--- src/rtl/core/cooperative_task_scheduler_table_top_assert.svh ---
// Assertion macros used by the task scheduler table RTL.
`ifndef COOPERATIVE_TASK_SCHEDULER_TABLE_TOP_ASSERT_SVH
`define COOPERATIVE_TASK_SCHEDULER_TABLE_TOP_ASSERT_SVH

`ifndef SYNTHESIS
`define CTS_ASSERT_IMP(label, clk, rst_n, ante, cons) \
    label: assert property (@(posedge clk) disable iff (!rst_n) (ante) |-> (cons)) \
        else $error("cts: assertion failed");
`define CTS_ASSERT_NXT(label, clk, rst_n, ante, cons) \
    label: assert property (@(posedge clk) disable iff (!rst_n) (ante) |=> (cons)) \
        else $error("cts: assertion failed");
`else
`define CTS_ASSERT_IMP(label, clk, rst_n, ante, cons)
`define CTS_ASSERT_NXT(label, clk, rst_n, ante, cons)
`endif

`endif

--- src/rtl/core/cts_pkg.sv ---
// Types and constants of the task scheduler table.
package cts_pkg;

    localparam int TASK_SLOTS = 8;
    localparam int MAX_OUT    = 8;
    localparam int IDX_W      = (TASK_SLOTS > 1) ? $clog2(TASK_SLOTS) : 1;
    localparam int CNT_W      = $clog2(MAX_OUT + 1);
    localparam int SLOT_W     = 6;

    typedef enum logic [1:0] {
        CMD_ADD      = 2'd0,
        CMD_DELETE   = 2'd1,
        CMD_TICK     = 2'd2,
        CMD_DISPATCH = 2'd3
    } t_cmd;

    typedef enum logic [2:0] {
        ST_OK         = 3'd0,
        ST_BAD_HANDLE = 3'd1,
        ST_FULL       = 3'd2,
        ST_EMPTY      = 3'd3,
        ST_RANGE      = 3'd4,
        ST_NONE_READY = 3'd5
    } t_status;

    typedef enum logic [1:0] {
        S_IDLE,
        S_READ,
        S_PROC,
        S_REPORT
    } t_state;

    typedef struct packed {
        logic [1:0]  command;
        logic [15:0] task_handle;
        logic [31:0] delay;
        logic [31:0] period;
        logic [7:0]  slot;
    } t_in_item;

    typedef struct packed {
        logic [2:0]        status;
        logic [SLOT_W-1:0] slot_index;
        logic [15:0]       run_handle;
        logic [2:0]        last_error;
        logic              last;
    } t_out_item;

    typedef struct packed {
        logic [15:0] handle;
        logic [31:0] delay;
        logic [31:0] period;
        logic        ready;
    } t_entry;

    typedef struct packed {
        logic             ren;
        logic [IDX_W-1:0] raddr;
        logic             wen;
        logic [IDX_W-1:0] waddr;
        t_entry           wdata;
    } t_mem_req;

endpackage

--- src/rtl/core/cts_mem.sv ---
// Slot table memory with per-entry valid bits; an unwritten entry reads as an empty slot.
module cts_mem (
    input  logic              i_clk,
    input  logic              i_rst_n,
    input  cts_pkg::t_mem_req i_req,
    output cts_pkg::t_entry   o_rdata
);
    import cts_pkg::*;

    t_entry mem [TASK_SLOTS];
    logic [TASK_SLOTS-1:0] r_vld;
    t_entry r_rdata;
    logic   r_rvld;

    always_ff @(posedge i_clk) begin
        if (i_req.wen) begin
            mem[i_req.waddr] <= i_req.wdata;
        end
        if (i_req.ren) begin
            r_rdata <= mem[i_req.raddr];
        end
    end

    always_ff @(posedge i_clk) begin
        if (!i_rst_n) begin
            r_vld  <= '0;
            r_rvld <= 1'b0;
        end else begin
            if (i_req.wen) begin
                r_vld[i_req.waddr] <= 1'b1;
            end
            if (i_req.ren) begin
                r_rvld <= r_vld[i_req.raddr];
            end
        end
    end

    assign o_rdata = r_rvld ? r_rdata : '0;

endmodule

--- src/rtl/core/cts_seq.sv ---
// Command sequencer: sweeps the slot table through the memory and issues result items.
`include "cooperative_task_scheduler_table_top_assert.svh"

module cts_seq (
    input  logic               i_clk,
    input  logic               i_rst_n,
    input  logic               i_in_valid,
    output logic               o_in_stall,
    input  cts_pkg::t_in_item  i_in_item,
    output logic               o_out_valid,
    input  logic               i_out_stall,
    output cts_pkg::t_out_item o_out_item,
    output cts_pkg::t_mem_req  o_mem_req,
    input  cts_pkg::t_entry    i_rdata
);
    import cts_pkg::*;

    localparam logic [IDX_W-1:0] LAST_IDX = IDX_W'(TASK_SLOTS - 1);

    t_state            r_state, n_state;
    t_cmd              r_cmd, n_cmd;
    logic [15:0]       r_handle, n_handle;
    logic [31:0]       r_delay, n_delay;
    logic [31:0]       r_period, n_period;
    logic [IDX_W-1:0]  r_idx, n_idx;
    logic [CNT_W-1:0]  r_n, n_n;
    t_out_item         r_res, n_res;
    logic [2:0]        r_sticky, n_sticky;
    logic              r_out_valid;
    t_out_item         r_out;

    t_mem_req          s_mem_req;
    logic              s_out_free;
    logic              s_load;
    logic              s_load_last;
    logic              s_last_slot;
    logic [IDX_W-1:0]  s_idx_next;
    logic [CNT_W-1:0]  s_n_inc;
    t_entry            s_tick;
    t_out_item         s_out_next;

    assign s_out_free  = !r_out_valid || !i_out_stall;
    assign s_last_slot = (r_idx == LAST_IDX);
    assign s_idx_next  = r_idx + IDX_W'(1);
    assign s_n_inc     = r_n + CNT_W'(1);

    // Tick update of one occupied slot.
    always_comb begin
        s_tick = i_rdata;
        if (i_rdata.delay == 32'd0) begin
            s_tick.ready = 1'b1;
            if (i_rdata.period != 32'd0) begin
                s_tick.delay = i_rdata.period;
            end
        end else begin
            s_tick.delay = i_rdata.delay - 32'd1;
        end
    end

    always_comb begin
        s_out_next            = r_res;
        s_out_next.last_error = r_sticky;
        s_out_next.last       = s_load_last;
    end

    always_ff @(posedge i_clk) begin
        if (!i_rst_n) begin
            r_state     <= S_IDLE;
            r_sticky    <= 3'd0;
            r_out_valid <= 1'b0;
        end else begin
            r_state  <= n_state;
            r_sticky <= n_sticky;
            if (s_load) begin
                r_out_valid <= 1'b1;
            end else if (!i_out_stall) begin
                r_out_valid <= 1'b0;
            end
        end
    end

    always_ff @(posedge i_clk) begin
        r_cmd    <= n_cmd;
        r_handle <= n_handle;
        r_delay  <= n_delay;
        r_period <= n_period;
        r_idx    <= n_idx;
        r_n      <= n_n;
        r_res    <= n_res;
        if (s_load) begin
            r_out <= s_out_next;
        end
    end

    always_comb begin
        n_state          = r_state;
        n_cmd            = r_cmd;
        n_handle         = r_handle;
        n_delay          = r_delay;
        n_period         = r_period;
        n_idx            = r_idx;
        n_n              = r_n;
        n_res            = r_res;
        n_sticky         = r_sticky;
        s_load           = 1'b0;
        s_load_last      = 1'b0;
        s_mem_req        = '0;
        s_mem_req.raddr  = r_idx;
        s_mem_req.waddr  = r_idx;
        s_mem_req.wdata  = i_rdata;

        case (r_state)
            S_IDLE: begin
                if (i_in_valid) begin
                    n_cmd    = t_cmd'(i_in_item.command);
                    n_handle = i_in_item.task_handle;
                    n_delay  = i_in_item.delay;
                    n_period = i_in_item.period;
                    n_idx    = '0;
                    n_n      = '0;
                    n_res    = '0;
                    n_state  = S_READ;
                    case (t_cmd'(i_in_item.command))
                        CMD_ADD: begin
                            if (i_in_item.task_handle == 16'd0) begin
                                n_sticky         = ST_BAD_HANDLE;
                                n_res.status     = ST_BAD_HANDLE;
                                n_state          = S_REPORT;
                            end
                        end
                        CMD_DELETE: begin
                            if (i_in_item.slot >= 8'(TASK_SLOTS)) begin
                                n_sticky     = ST_RANGE;
                                n_res.status = ST_RANGE;
                                n_state      = S_REPORT;
                            end else begin
                                n_idx = i_in_item.slot[IDX_W-1:0];
                            end
                        end
                        CMD_TICK, CMD_DISPATCH: begin
                            n_idx = '0;
                        end
                        default: begin
                            n_state = S_IDLE;
                        end
                    endcase
                end
            end

            S_READ: begin
                s_mem_req.ren = 1'b1;
                n_state       = S_PROC;
            end

            S_PROC: begin
                case (r_cmd)
                    CMD_ADD: begin
                        if (i_rdata.handle == 16'd0) begin
                            s_mem_req.wen          = 1'b1;
                            s_mem_req.wdata.handle = r_handle;
                            s_mem_req.wdata.delay  = r_delay;
                            s_mem_req.wdata.period = r_period;
                            s_mem_req.wdata.ready  = 1'b0;
                            n_res.status           = ST_OK;
                            n_res.slot_index       = SLOT_W'(r_idx);
                            n_state                = S_REPORT;
                        end else if (s_last_slot) begin
                            n_sticky         = ST_FULL;
                            n_res.status     = ST_FULL;
                            n_res.slot_index = SLOT_W'(TASK_SLOTS);
                            n_state          = S_REPORT;
                        end else begin
                            s_mem_req.ren   = 1'b1;
                            s_mem_req.raddr = s_idx_next;
                            n_idx           = s_idx_next;
                        end
                    end
                    CMD_DELETE: begin
                        // An empty slot is cleared all the same.
                        s_mem_req.wen    = 1'b1;
                        s_mem_req.wdata  = '0;
                        n_res.slot_index = SLOT_W'(r_idx);
                        if (i_rdata.handle == 16'd0) begin
                            n_sticky     = ST_EMPTY;
                            n_res.status = ST_EMPTY;
                        end else begin
                            n_res.status = ST_OK;
                        end
                        n_state = S_REPORT;
                    end
                    CMD_TICK: begin
                        s_mem_req.wen   = (i_rdata.handle != 16'd0);
                        s_mem_req.wdata = s_tick;
                        if (s_last_slot) begin
                            n_res   = '0;
                            n_state = S_REPORT;
                        end else begin
                            s_mem_req.ren   = 1'b1;
                            s_mem_req.raddr = s_idx_next;
                            n_idx           = s_idx_next;
                        end
                    end
                    CMD_DISPATCH: begin
                        // One dispatched item is held back until it is known
                        // whether another follows, so that it can carry last.
                        if (i_rdata.ready) begin
                            if (r_n == '0 || s_out_free) begin
                                s_load               = (r_n != '0);
                                s_load_last          = 1'b0;
                                s_mem_req.wen        = 1'b1;
                                s_mem_req.wdata.ready = 1'b0;
                                if (i_rdata.period == 32'd0) begin
                                    s_mem_req.wdata = '0;
                                end
                                n_res.status     = ST_OK;
                                n_res.slot_index = SLOT_W'(r_idx);
                                n_res.run_handle = i_rdata.handle;
                                n_n              = s_n_inc;
                                if (s_last_slot || s_n_inc == CNT_W'(MAX_OUT)) begin
                                    n_state = S_REPORT;
                                end else begin
                                    s_mem_req.ren   = 1'b1;
                                    s_mem_req.raddr = s_idx_next;
                                    n_idx           = s_idx_next;
                                end
                            end
                        end else if (s_last_slot) begin
                            if (r_n == '0) begin
                                n_res        = '0;
                                n_res.status = ST_NONE_READY;
                            end
                            n_state = S_REPORT;
                        end else begin
                            s_mem_req.ren   = 1'b1;
                            s_mem_req.raddr = s_idx_next;
                            n_idx           = s_idx_next;
                        end
                    end
                    default: begin
                        n_state = S_IDLE;
                    end
                endcase
            end

            S_REPORT: begin
                if (s_out_free) begin
                    s_load      = 1'b1;
                    s_load_last = 1'b1;
                    n_state     = S_IDLE;
                end
            end

            default: begin
                n_state = S_IDLE;
            end
        endcase
    end

    assign o_in_stall  = (r_state != S_IDLE);
    assign o_out_valid = r_out_valid;
    assign o_out_item  = r_out;
    assign o_mem_req   = s_mem_req;

    `CTS_ASSERT_IMP(a_rw_distinct, i_clk, i_rst_n, s_mem_req.wen && s_mem_req.ren, s_mem_req.waddr != s_mem_req.raddr)
    `CTS_ASSERT_IMP(a_count_bound, i_clk, i_rst_n, r_state == S_PROC, r_n <= CNT_W'(MAX_OUT))
    `CTS_ASSERT_IMP(a_early_only_dispatch, i_clk, i_rst_n, s_load && !s_load_last, r_cmd == CMD_DISPATCH)
    `CTS_ASSERT_NXT(a_read_then_proc, i_clk, i_rst_n, r_state == S_READ, r_state == S_PROC)

endmodule

--- src/rtl/core/cooperative_task_scheduler_table_top.sv ---
// Add sweeps the slots from the first until it finds a free one; tick and dispatch
// sweep every slot; delete reads and clears the named slot; a rejected add or delete
// goes straight to the report. Only one item is taken at a time; a sweep visits one
// slot per cycle over the single memory read port, but a dispatch sweep waits while
// an earlier result item is stalled. Reset is synchronous and active low; it empties
// every slot at once and clears the sticky error.
module cooperative_task_scheduler_table_top (
    input  logic               i_clk,
    input  logic               i_rst_n,
    input  logic               i_in_valid,
    output logic               o_in_stall,
    input  cts_pkg::t_in_item  i_in_item,
    output logic               o_out_valid,
    input  logic               i_out_stall,
    output cts_pkg::t_out_item o_out_item
);
    import cts_pkg::*;

    t_mem_req s_mem_req;
    t_entry   s_rdata;

    cts_seq u_seq (
        .i_clk       (i_clk),
        .i_rst_n     (i_rst_n),
        .i_in_valid  (i_in_valid),
        .o_in_stall  (o_in_stall),
        .i_in_item   (i_in_item),
        .o_out_valid (o_out_valid),
        .i_out_stall (i_out_stall),
        .o_out_item  (o_out_item),
        .o_mem_req   (s_mem_req),
        .i_rdata     (s_rdata)
    );

    cts_mem u_mem (
        .i_clk   (i_clk),
        .i_rst_n (i_rst_n),
        .i_req   (s_mem_req),
        .o_rdata (s_rdata)
    );

endmodule
--- config.mk ---
export PLATFORM = sky130hd
export DESIGN_NAME = cooperative_task_scheduler_table_top
export DESIGN_NICKNAME = d
export VERILOG_FILES = /design/src/rtl/core/cts_pkg.sv /design/src/rtl/core/cts_mem.sv /design/src/rtl/core/cts_seq.sv /design/src/rtl/core/cooperative_task_scheduler_table_top.sv
export VERILOG_INCLUDE_DIRS = /design/src /design/src/rtl/core
export SDC_FILE = /design/constraint.sdc
export NUM_CORES = 1
export LEC_CHECK = 0
export BUFFER_PORTS_ARGS = -buffer_cell sky130_fd_sc_hd__buf_4
export CAP_MARGIN = 20
export CORE_AREA = 4 4 302 304
export CTS_BUF_LIST = sky130_fd_sc_hd__clkbuf_8
export CTS_CLUSTER_SIZE = 12
export DETAILED_ROUTE_END_ITERATION = 10
export DIE_AREA = 0 0 306 308
export HOLD_SLACK_MARGIN = 0.03
export PLACE_DENSITY_LB_ADDON = 0.15
export SLEW_MARGIN = 25
export SYNTH_ARGS = -nofsm -noshare
export SYNTH_HDL_FRONTEND = slang
export SYNTH_HIERARCHICAL = 1
export SYNTH_SLANG_ARGS = --single-unit
--- constraint.sdc ---
create_clock -name i_clk -period 18.5 [get_ports i_clk]
set_clock_uncertainty 0.1 [all_clocks]
set_input_delay 0 -clock i_clk [delete_from_list [all_inputs] [get_ports i_clk]]
set_output_delay 0 -clock i_clk [all_outputs]
set_load 0.01 [all_outputs]
==> results of run 1 <==
-- layer usage --
layer / wire, um / vias to the layer above
li1: - / 8244
met1: 37960 / 10000
met2: 43500 / 715
met3: 6664 / 146
met4: 2435 / 0
met5: 0 / -
-- flip-flops by register name, summed over array words and instances, names as in the netlist --
signal	cells
u_seq/r_res	23
u_seq/r_n	4
u_seq/r_cmd	2
u_seq/r_delay	32
u_seq/o_out_valid	1
u_mem/r_vld	8
u_mem/r_rdata	81
u_seq/r_idx	3
u_seq/r_sticky	3
u_seq/r_handle	16
u_seq/r_period	32
u_seq/o_out_item	27
u_seq/r_state	2
u_mem/mem	648
u_mem/r_rvld	1
-- worst max-delay path: cells and delay by family, from the launching register on --
kind	cells	cell delay, ns
muxes	2	0.87
xor gates and xnor gates	1	0.18
AOI/OAI and AO/OA	1	0.29
DFF	1	0.58
and+or+nand+nor	5	2.58
buffers and inverters	3	2.23
-- where the power goes --
| group | internal [mW] | switching (mW) | total [mW] |
|---|---|---|---|
| sequential | 2.66 | 0.101 | 2.77 |
| combinational | 1.01 | 1.41 | 2.42 |
| clock | 0.824 | 0.768 | 1.59 |
| total | 4.50 | 2.28 | 6.78 |
-- area by class of cell --
class                           count  area [um^2]  area share [%]
Tap cell                         1165         1458           3.461
Antenna cell                        1        2.502        0.005942
Multi-Input combinational cell    809         8417           19.99
Sequential cell                   883        26370           62.61
Clock inverter                    109        563.0           1.337
Inverter                           17        63.81          0.1515
Clock buffer                      156         2147           5.098
Timing Repair Buffer              345         3095           7.350
-- path summary, 6_finish.rpt --
kind                                     to  slack, ns  depth (start not counted)
max             u_mem/r_rdata[32]$_DFFE_PP_      11.22                         12
min           u_seq/r_state[1]$_SDFFE_PN0P_       0.18                          7
max reg2reg     u_mem/r_rdata[32]$_DFFE_PP_      11.22                         12
min reg2reg  u_seq/o_out_item[22]$_DFFE_PP_       0.32                          0
-- metrics by stage --
stage / cell area, um^2 / cells
6_report: 42110 / 3485
5_1_grt: 42110 / 3485
4_1_cts: 42070 / 3483
3_5_place_dp: 37550 / 3037
3_3_place_gp: 37510 / 3035
2_1_floorplan: 35230 / 1802
-- synth_stat cells (13+ instances only) --
library cell  number
nor3_1            16
a21oi_1           25
o21ai_0           25
a22oi_1           13
nor4_1            26
buf_6             17
mux4_2           163
inv_1             17
clkbuf_1          56
a22o_1            50
and3_1            23
edfxtp_1         868
nand3_1           15
nand2_1           52
and2_1            85
dfxtp_1           15
nor2_1            52
mux2_2            86
-- logic make-up (layout without fill, tap and decap cells) --
group                    count (synthesis)  after routing  share of synthesized area, %
AO/OA/AOI/OAI                          195            195                         4.152
AND/OR/NAND/NOR                        324            324                         5.057
flip-flops                             883            883                         74.84
adder cells (fa/ha/maj)                 12             12                        0.4262
buffers and inverters                  110            627                         1.648
XOR/XNOR                                19             19                        0.4724
multiplexers                           257            257                         13.40
other                                    1              3                       0.01064
==> impl_metrics.tcl, run 1 <==
set metrics [dict create \
    crit_path_max_fanout 45 \
    use_met3_pct 5.205 \
    synth_top_cell_by_area "edfxtp_1" \
    grt_max_degree 69 \
    critPathMaxStageDelay_ns 1.06 \
    die_w_um 306 \
    dr.pass1.iters 5 \
    total_power_mw 6.776 \
    cts_buffers 148 \
    yosysTopAreaCellShare_pct 73.99 \
    clkSlewWorstSetupHoldPaths_ns 0.06 \
    clock_latency_ns 0.81 \
    tns_ns 0 \
    die_y_um 308 \
    finalNetCount 2310 \
    synth-edff-count 868 \
    vias 19110 \
    drt_iter0_drc 1638 \
    viasPerCell 5.482 \
    layout_common_cells "edfxtp_1 (868), dlygate4sd3_1 (181), mux4_2 (163)" \
    worst-setup-path-type "reg2reg" \
    post_cts.repair.setup_buffers 0 \
    core_area_mm2 0.08824 \
    crit_slowest_cell "nor3_1" \
    slew_viol_final 0 \
    syn_inst 1801 \
    die_area_mm2 0.09425 \
    met1_usage_pct 25.65 \
    area.growth.synth_to_final_pct 19.54 \
    fin_crit_ns 7.275 \
    path_common_cell "buf_4" \
    r2r_start "u_mem/r_rvld$_SDFFE_PN0P_" \
    start_kind "flip-flop" \
    drive_above_1_share_pct 27.12 \
    synth-seq-area-share_pct 74.84 \
    outcome "finished, final reports clean" \
    ys_types 67 \
    ys_ff_latch 883 \
    netlist_top_cells_area "edfxtp_1 (74%), mux4_2 (10%), mux2_2 (2.7%)" \
    async_reset_ff_share_pct 0 \
    final_common_cell "edfxtp_1" \
    grt_remaining_overflow 0 \
    worstPathArrival_ns 7.70 \
    clk_root_buffer_cell "clkbuf_8" \
    fin_crit_sh_pct 39.33 \
    post-dp-hpwl_mm 51.65 \
    met2_usage_pct 30.78 \
    holdWs_ns 0.1815 \
    syn_area_mm2 0.03523 \
    yosys_warnings 6 \
    hold_start "i_in_item[3]" \
    htree_levels 4 \
    peakVddDrop_v 0.0001472 \
    power_per_cell_area_mw_per_mm2 160.9 \
    cts_tree "yes" \
    startpoint "u_mem/r_rvld$_SDFFE_PN0P_" \
    rsz0062_at_grt "false" \
    final_core_util_pct 47.73 \
    syn_avg_cell_area_um2 19.56 \
    wirelength_mm 90.56 \
    worst_pin_slew_ns 1.139 \
    cts_hold_buf 181 \
    drc_errors 0 \
    worstPathRequired_ns 18.92 \
    slew_headroom_pct 23.47 \
    io_buffers 122 \
    cts-resized-gates 0 \
    nFillCells 7385 \
    end_kind "flip-flop" \
    setup_viol_count_final 0 \
    grt.total_usage_pct 19.26 \
    fmax_ghz 0.1374 \
    worst_slack_ns 11.22 \
    cap_viol_max_count 0 \
    first_global_vias 19840 \
    hold_viol 0 \
    crit_chain "and2_1 > nor4_1 > nand4_1 > nor3_1 > nor2b_1 > o221ai_1 > xnor2_2 > buf_4 > buf_4 > buf_4 > mux4_2 > mux2_2" \
    cts_buffer_depth 3 \
    grt_pass1_wl_mm 132.4 \
    globalplace.congestion 0.8432 \
    dp_worst_setup_slack_ns 11.27 \
    synth_flop_cell "edfxtp_1" \
    wl_per_cell_um 25.99 \
    clock-sinks 883 \
    boundaryPins 125 \
    initial_core_util_pct 39.93 \
    antenna_found_initial 1 \
    ant_nets 0 \
    row_count 109 \
    hold_path_class "in2reg" \
    power.leakage_nw 14.23 \
    grt_busiest_layer "met2" \
]
No activity file was read; power rests on OpenSTA's default activity.
==> run 2: changes to the inputs <==
==> constraint.sdc (replaced) <==
create_clock -name i_clk -period 6.71 [get_ports i_clk]
set_clock_uncertainty 0.1 [all_clocks]
set_input_delay 0 -clock i_clk [delete_from_list [all_inputs] [get_ports i_clk]]
set_output_delay 0 -clock i_clk [all_outputs]
set_load 0.01 [all_outputs]
==> run 2 against run 1 <==
  * Combinational power grew to 2.8 times the previous value
  * Sequential share of layout area is essentially flat
  * Critical path type unchanged
  * Highest routed layer unchanged
  * Cell count grew 0.11%
  * Die area is the same
  * Worst setup slack lost 9.7 ns
  * Largest cell class unchanged
  * Via count grew 0.20%
  * Clock power grew to 2.7 times the previous value
==> impl_metrics.tcl, run 2 (synthesis gave the netlist of run 1 again) <==
set metrics [dict create \
    cts_buffer_depth 3 \
    outcome "finished, final reports clean" \
    pwr-share-seq_pct 41.0 \
    drive_above_1_share_pct 26.84 \
    grt.total_usage_pct 19.05 \
    first_global_vias 19860 \
    power_per_cell_area_mw_per_mm2 440.9 \
    die_area_mm2 0.09425 \
    intPower_mw 12.35 \
    setup_viol_count_final 0 \
    hold_path_class "in2reg" \
    rsz0062_at_grt "false" \
    drt_iter0_drc 1573 \
    drc_errors 0 \
    final_core_util_pct 47.76 \
    slew_viol_final 0 \
    clock_latency_ns 0.79 \
    peakVddDrop_v 0.0004997 \
    cts-resized-gates 0 \
    area.growth.synth_to_final_pct 19.62 \
    placed_cells 3042 \
    p_switching_mw 6.232 \
    startpoint "u_mem/r_rvld$_SDFFE_PN0P_" \
    critPathMaxStageDelay_ns 0.64 \
    post-dp-hpwl_mm 51.51 \
    wl_per_cell_um 25.77 \
    slew_headroom_pct 30.30 \
    core_area_mm2 0.08824 \
    final_common_cell "edfxtp_1" \
    largest_register_ffs 648 \
    wirelength_mm 89.90 \
    worst-setup-path-type "reg2reg" \
    start_kind "flip-flop" \
    stdcell_count 3489 \
    p_comb_share_pct 36.0 \
    layout_common_cells "edfxtp_1 (868), dlygate4sd3_1 (181), mux4_2 (163)" \
    fmax_ghz 0.1920 \
    power.leakage_nw 14.25 \
    clkPwrFrac_pct 22.9 \
    worstPathRequired_ns 7.13 \
    vias 19140 \
    fin_crit_ns 5.208 \
    die_w_um 306 \
    tns_ns 0 \
    final_area_mm2 0.04214 \
    clkSlewWorstSetupHoldPaths_ns 0.06 \
    ant_nets 0 \
    grt_max_degree 95 \
    end_kind "flip-flop" \
    post_cts.repair.setup_buffers 0 \
    hold_viol 0 \
    clock-sinks 883 \
    cap_viol_max_count 0 \
    antenna_found_initial 2 \
    critPathBufInv 2 \
    dpl_cell_area_mm2 0.03767 \
    crit_family "simple AND/OR/NAND/NOR gates" \
    worst_pin_slew_ns 1.046 \
    row_count 109 \
    viasPerCell 5.487 \
    hold_start "i_in_valid" \
    boundaryPins 125 \
    fin_crit_sh_pct 77.62 \
    grt_remaining_overflow 0 \
    initial_core_util_pct 39.93 \
    crit_path_max_fanout 33 \
    htree_levels 4 \
    p_sw_share_pct 33.54 \
    cts_buffers 148 \
    holdWs_ns 0.2112 \
    io_buffers 122 \
    worstPathArrival_ns 5.63 \
    crit_slowest_cell "xnor2_2" \
    crit_chain "buf_4 > and2_1 > nor4_1 > nand4_1 > a21oi_1 > a21o_1 > o221ai_1 > xnor2_2 > buf_4 > mux4_2 > mux2_2" \
    cts_tree "yes" \
    clk_root_buffer_cell "clkbuf_8" \
    path_common_cell "buf_4" \
    r2r_start "u_mem/r_rvld$_SDFFE_PN0P_" \
    reg_top3 "u_mem/mem: 648 flops, u_mem/r_rdata: 81 flops" \
    dr.pass1.iters 7 \
    grt_pass1_wl_mm 131.9 \
    globalplace.congestion 0.8351 \
    finalNetCount 2314 \
    top_register "u_mem/mem" \
    die_y_um 308 \
    cts_hold_buf 181 \
]
## run 2: cell count changes in the layout (fill, tap and decap cells not counted), sizes merged
cell and change:
buf +4, clkinvlp +6, inv +15, clkbuf -7
diode +2, clkinv -15, bufinv -1
## run 2: worst register-to-register path: stages (launching register included)
cell	delay, ns
dfxtp_2	0.38
buf_4	0.29
and2_1	0.24
nor4_1	0.39
nand4_1	0.47
a21oi_1	0.41
a21o_1	0.26
o221ai_1	0.34
xnor2_2	0.65
buf_4	0.56
mux4_2	0.59
mux2_2	0.27
## run 2: power groups by stage
stage	combinational [mW]	clock (mW)	sequential, mW
2_1_floorplan	4.93	0	7.62
3_3_place_gp	6.53	0	7.73
3_5_place_dp	6.62	0	7.74
4_1_cts	6.72	4.42	7.63
5_1_grt	7.21	4.68	7.67
6_report	6.70	4.26	7.62
## run 2: final timing paths
check / to / slack, ns / cells after the start
worst min register to register: u_seq/o_out_item[23]$_DFFE_PP_ / 0.31 / 0
worst max-delay path: u_mem/r_rdata[10]$_DFFE_PP_ / 1.50 / 11
worst min-delay path: u_seq/r_delay[23]$_DFFE_PP_ / 0.21 / 3
worst max register to register: u_mem/r_rdata[10]$_DFFE_PP_ / 1.50 / 11
## run 2: layout make-up
| class | count | area [um^2] |
|---|---|---|
| clock buffers | 149 | 2051 |
| repair buffers | 349 | 3177 |
| clock inverters | 114 | 588.1 |
| multi-input cells | 809 | 8431 |
| fillers | 7364 | 46100 |
| well taps | 1165 | 1458 |
| flip-flops and latches | 883 | 26370 |
| diodes | 3 | 7.507 |
| inverters | 17 | 63.81 |
## run 2: through the flow
| stage | total power, mW | setup slack [ns] |
|---|---|---|
| floorplan | 12.55 | 0.1638 |
| global placement | 14.26 | 1.630 |
| detailed placement | 14.35 | 1.583 |
| CTS | 18.78 | 1.506 |
| global route | 19.56 | 1.224 |
| finish | 18.58 | 1.502 |
## run 2: routing by layer
layer | GRT usage (%) | part of all wire, % | wire [um] | up-vias
li1 | - | - | - | 8259
met3 | 3.529 | 4.7 | 4204 | 135
met2 | 31.64 | 49 | 44330 | 536
met1 | 25.66 | 44 | 39210 | 10210
met5 | 0 | 0 | 0 | -
met4 | 6.072 | 2.4 | 2157 | 0
==> run 3: changes to the inputs <==
--- a/config.mk
+++ b/config.mk
@@ -6,13 +6,14 @@
 export SDC_FILE = /design/constraint.sdc
 export NUM_CORES = 1
 export LEC_CHECK = 0
+export ABC_AREA = 1
 export BUFFER_PORTS_ARGS = -buffer_cell sky130_fd_sc_hd__buf_4
 export CAP_MARGIN = 20
-export CORE_AREA = 4 4 302 304
+export CORE_AREA = 4 4 310 312
 export CTS_BUF_LIST = sky130_fd_sc_hd__clkbuf_8
 export CTS_CLUSTER_SIZE = 12
 export DETAILED_ROUTE_END_ITERATION = 10
-export DIE_AREA = 0 0 306 308
+export DIE_AREA = 0 0 314 316
 export HOLD_SLACK_MARGIN = 0.03
 export PLACE_DENSITY_LB_ADDON = 0.15
 export SLEW_MARGIN = 25
==> constraint.sdc (replaced) <==
create_clock -name i_clk -period 4.6 [get_ports i_clk]
set_clock_uncertainty 0.1 [all_clocks]
set_input_delay 0 -clock i_clk [delete_from_list [all_inputs] [get_ports i_clk]]
set_output_delay 0 -clock i_clk [all_outputs]
set_load 0.01 [all_outputs]
==> run 3 against run 2 <==
  * Design area grew 5.4%
  * First-iteration DRC count grew 42%
  * Largest cell class unchanged
  * Global-route usage grew 2.4 points
  * Critical path type unchanged
  * Clock power grew 53%
  * Utilization is essentially flat
  * Area after synthesis grew 5.2%
  * Register-to-register slack lost 1.1 ns
  * Critical endpoint is now u_mem/mem[1][36]$_DFFE_PP_
  * Worst hold slack lost 0.032 ns
  * Worst setup slack lost 1.1 ns
==> impl_metrics.tcl, run 3 <==
set metrics [dict create \
    clk_root_buffer_cell "clkbuf_8" \
    cts_tree "yes" \
    total_power_mw 26.64 \
    reg_top3 "u_mem/mem: 648 flops, u_mem/r_rdata: 81 flops" \
    cap_viol_max_count 0 \
    wirelength_mm 107.0 \
    ys_types 41 \
    htree_levels 4 \
    yosys_warnings 6 \
    antenna_found_initial 1 \
    crit_slowest_cell "dfxtp_4" \
    ant_nets 0 \
    regToRegSetupSlack_ns 0.39 \
    synth_flop_cell "edfxtp_1" \
    worst_slack_ns 0.3932 \
    clock_latency_ns 0.83 \
    yosysMostFrequentCell "edfxtp_1" \
    setup_viol_count_final 0 \
    synth_top_cell_by_area "edfxtp_1" \
    pwr-share-seq_pct 39.8 \
    whs_endpoint "u_seq/r_sticky[2]$_SDFFE_PN0P_" \
    viasPerCell 5.237 \
    dp_worst_setup_slack_ns 0.4419 \
    syn_inst 3173 \
    area.growth.synth_to_final_pct 19.81 \
    grt_remaining_overflow 0 \
    layout_common_cells "edfxtp_1 (868), nand2_1 (591), nor2_1 (486)" \
    hold_path_class "in2reg" \
    peakVddDrop_v 0.0004806 \
    worstPathRequired_ns 4.94 \
    fmax_ghz 0.2377 \
    die_area_mm2 0.09922 \
    r2r_start "u_mem/r_rvld$_SDFFE_PN0P_" \
    cts_buffers 151 \
    placed_cells 4467 \
    boundaryPins 125 \
    grt_pass1_wl_mm 159.7 \
    first_global_vias 25520 \
    final_core_util_pct 47.75 \
    clkSlewWorstSetupHoldPaths_ns 0.06 \
    globalplace.congestion 0.9289 \
    wl_per_cell_um 21.74 \
    path_common_cell "nand2_1" \
    die_w_um 314 \
    start_kind "flip-flop" \
    power.leakage_nw 16.72 \
    syn_area_mm2 0.03708 \
    intPower_mw 16.41 \
    synth-edff-count 868 \
    die_y_um 316 \
    holdWs_ns 0.1793 \
    slew_headroom_pct 30.68 \
    yosysTopAreaCellShare_pct 70.30 \
    top_register "u_mem/mem" \
    async_reset_ff_share_pct 0 \
    clock-sinks 883 \
    r2r-end "u_mem/mem[1][36]$_DFFE_PP_" \
    drt_iter0_drc 2226 \
    worst_pin_slew_ns 1.040 \
    critPathMaxStageDelay_ns 0.60 \
    drive_above_1_share_pct 13.18 \
    clkPwrFrac_pct 24.5 \
    grt.total_usage_pct 21.42 \
    stdcell_count 4919 \
    largest_register_ffs 648 \
    crit_family "simple AND/OR/NAND/NOR gates" \
    crit_path_max_fanout 54 \
    vias 25760 \
    post_cts.repair.setup_buffers 0 \
    syn_avg_cell_area_um2 11.69 \
    p_sw_share_pct 38.42 \
    worstPathArrival_ns 4.55 \
    yosys-top-cells-count "edfxtp_1 (868), nand2_1 (594), nor2_1 (495), o21ai_1 (227), inv_1 (213)" \
    rr_worst_depth 14 \
    power_per_cell_area_mw_per_mm2 599.7 \
    initial_core_util_pct 39.85 \
    drc_errors 0 \
    synth-seq-area-share_pct 71.11 \
    ys_ff_latch 883 \
    dr.pass1.iters 5 \
    worst-setup-path-type "reg2reg" \
    io_buffers 122 \
    rsz0062_at_grt "false" \
    hold_viol 0 \
    nFillCells 8390 \
    fin_crit_sh_pct 91.45 \
    p_switching_mw 10.24 \
    outcome "finished, final reports clean" \
    fin_crit_ns 4.207 \
    finalNetCount 3654 \
    slew_viol_final 0 \
    critPathBufInv 3 \
    min_path_cells 7 \
    cts_buffer_depth 3 \
    final_common_cell "edfxtp_1" \
    post-dp-hpwl_mm 62.62 \
    crit_chain "buf_4 > nand2_1 > inv_1 > nor2_1 > nand2_1 > nor2_1 > nand2_1 > nor2_2 > nand2_1 > nand3_1 > nand2_1 > buf_12 > nand2_1 > nand3_1" \
    netlist_top_cells_area "edfxtp_1 (70%), nand2_1 (6.0%), nor2_1 (5.0%)" \
    p_comb_share_pct 35.7 \
    end_kind "flip-flop" \
    hold_start "i_in_item[89]" \
    grt_max_degree 152 \
    core_area_mm2 0.09305 \
    row_count 112 \
]
run 3: through the flow:
stage                     instance area, um^2  setup TNS (ns)
final                                   44430               0
after global routing                    44430               0
after CTS                               44420               0
after detailed placement                39840               0
after global placement                  39840               0
after floorplan                         37100         -304.44
run 3: worst min-delay path: stages:
cell and delay [ns]:
dlygate4sd3_1 0.54, buf_4 0.13, a21oi_1 0.07, nand4_1 0.07, a21oi_1 0.09, nand3_1 0.08, a21boi_0 0.07
run 3: logic make-up (layout without fill, tap and decap cells):
group | Yosys count | after routing | share of synthesized area [%]
flip-flops | 883 | 883 | 71.11
buffers and inverters | 392 | 882 | 4.798
other | 1 | 3 | 0.01011
AO/OA/AOI/OAI | 617 | 617 | 9.553
adder cells (fa/ha/maj) | 12 | 12 | 0.4049
XOR/XNOR | 14 | 14 | 0.3307
AND/OR/NAND/NOR | 1254 | 1254 | 13.80
run 3: how the worst max path moves through the flow:
stage | start | endpoint | slack (ns) | cells past startpoint
detailed placement | u_mem/r_rvld$_SDFFE_PN0P_ | u_mem/mem[6][36]$_DFFE_PP_ | 0.44 | 14
global route | u_mem/r_rvld$_SDFFE_PN0P_ | u_mem/mem[1][36]$_DFFE_PP_ | 0.17 | 14
CTS | u_mem/r_rvld$_SDFFE_PN0P_ | u_mem/mem[1][36]$_DFFE_PP_ | 0.38 | 14
finish | u_mem/r_rvld$_SDFFE_PN0P_ | u_mem/mem[1][36]$_DFFE_PP_ | 0.39 | 14
global placement | u_mem/r_rvld$_SDFFE_PN0P_ | u_mem/mem[2][36]$_DFFE_PP_ | 0.47 | 14
floorplan | u_mem/r_rvld$_SDFFE_PN0P_ | u_mem/mem[0][0]$_DFFE_PP_ | -1.24 | 15
run 3: metal layers:
| metal | vias up | routed length [um] | GRT usage [%] |
|---|---|---|---|
| met5 | - | 0 | 0 |
| met4 | 0 | 2749 | 7.026 |
| met3 | 177 | 6615 | 3.690 |
| met2 | 852 | 50630 | 35.09 |
| met1 | 12810 | 46960 | 29.21 |
| li1 | 11930 | - | - |
run 3: repair_timing:
action,4_1_cts,5_1_grt
hold buffers,182,0
gates resized for setup,0,0
hold endpoints to repair,215,0
run 3: layout make-up:
class,count,area [um^2],area share [%]
Inverter,222,852.1,1.918
Antenna cell,1,2.502,0.005633
Clock inverter,115,643.1,1.448
Clock buffer,154,2120,4.771
Timing Repair Buffer,391,3829,8.618
Tap cell,1254,1569,3.532
Multi-Input combinational cell,1899,9042,20.35
Sequential cell,883,26370,59.35
run 3: power groups by stage:
stage	registers, mW	logic (mW)	clock network (mW)
2_1_floorplan	10.6	6.63	0
3_3_place_gp	10.8	9.24	0
3_5_place_dp	10.8	9.32	0
4_1_cts	10.6	9.48	6.74
5_1_grt	10.7	10.5	7.14
6_report	10.6	9.50	6.53
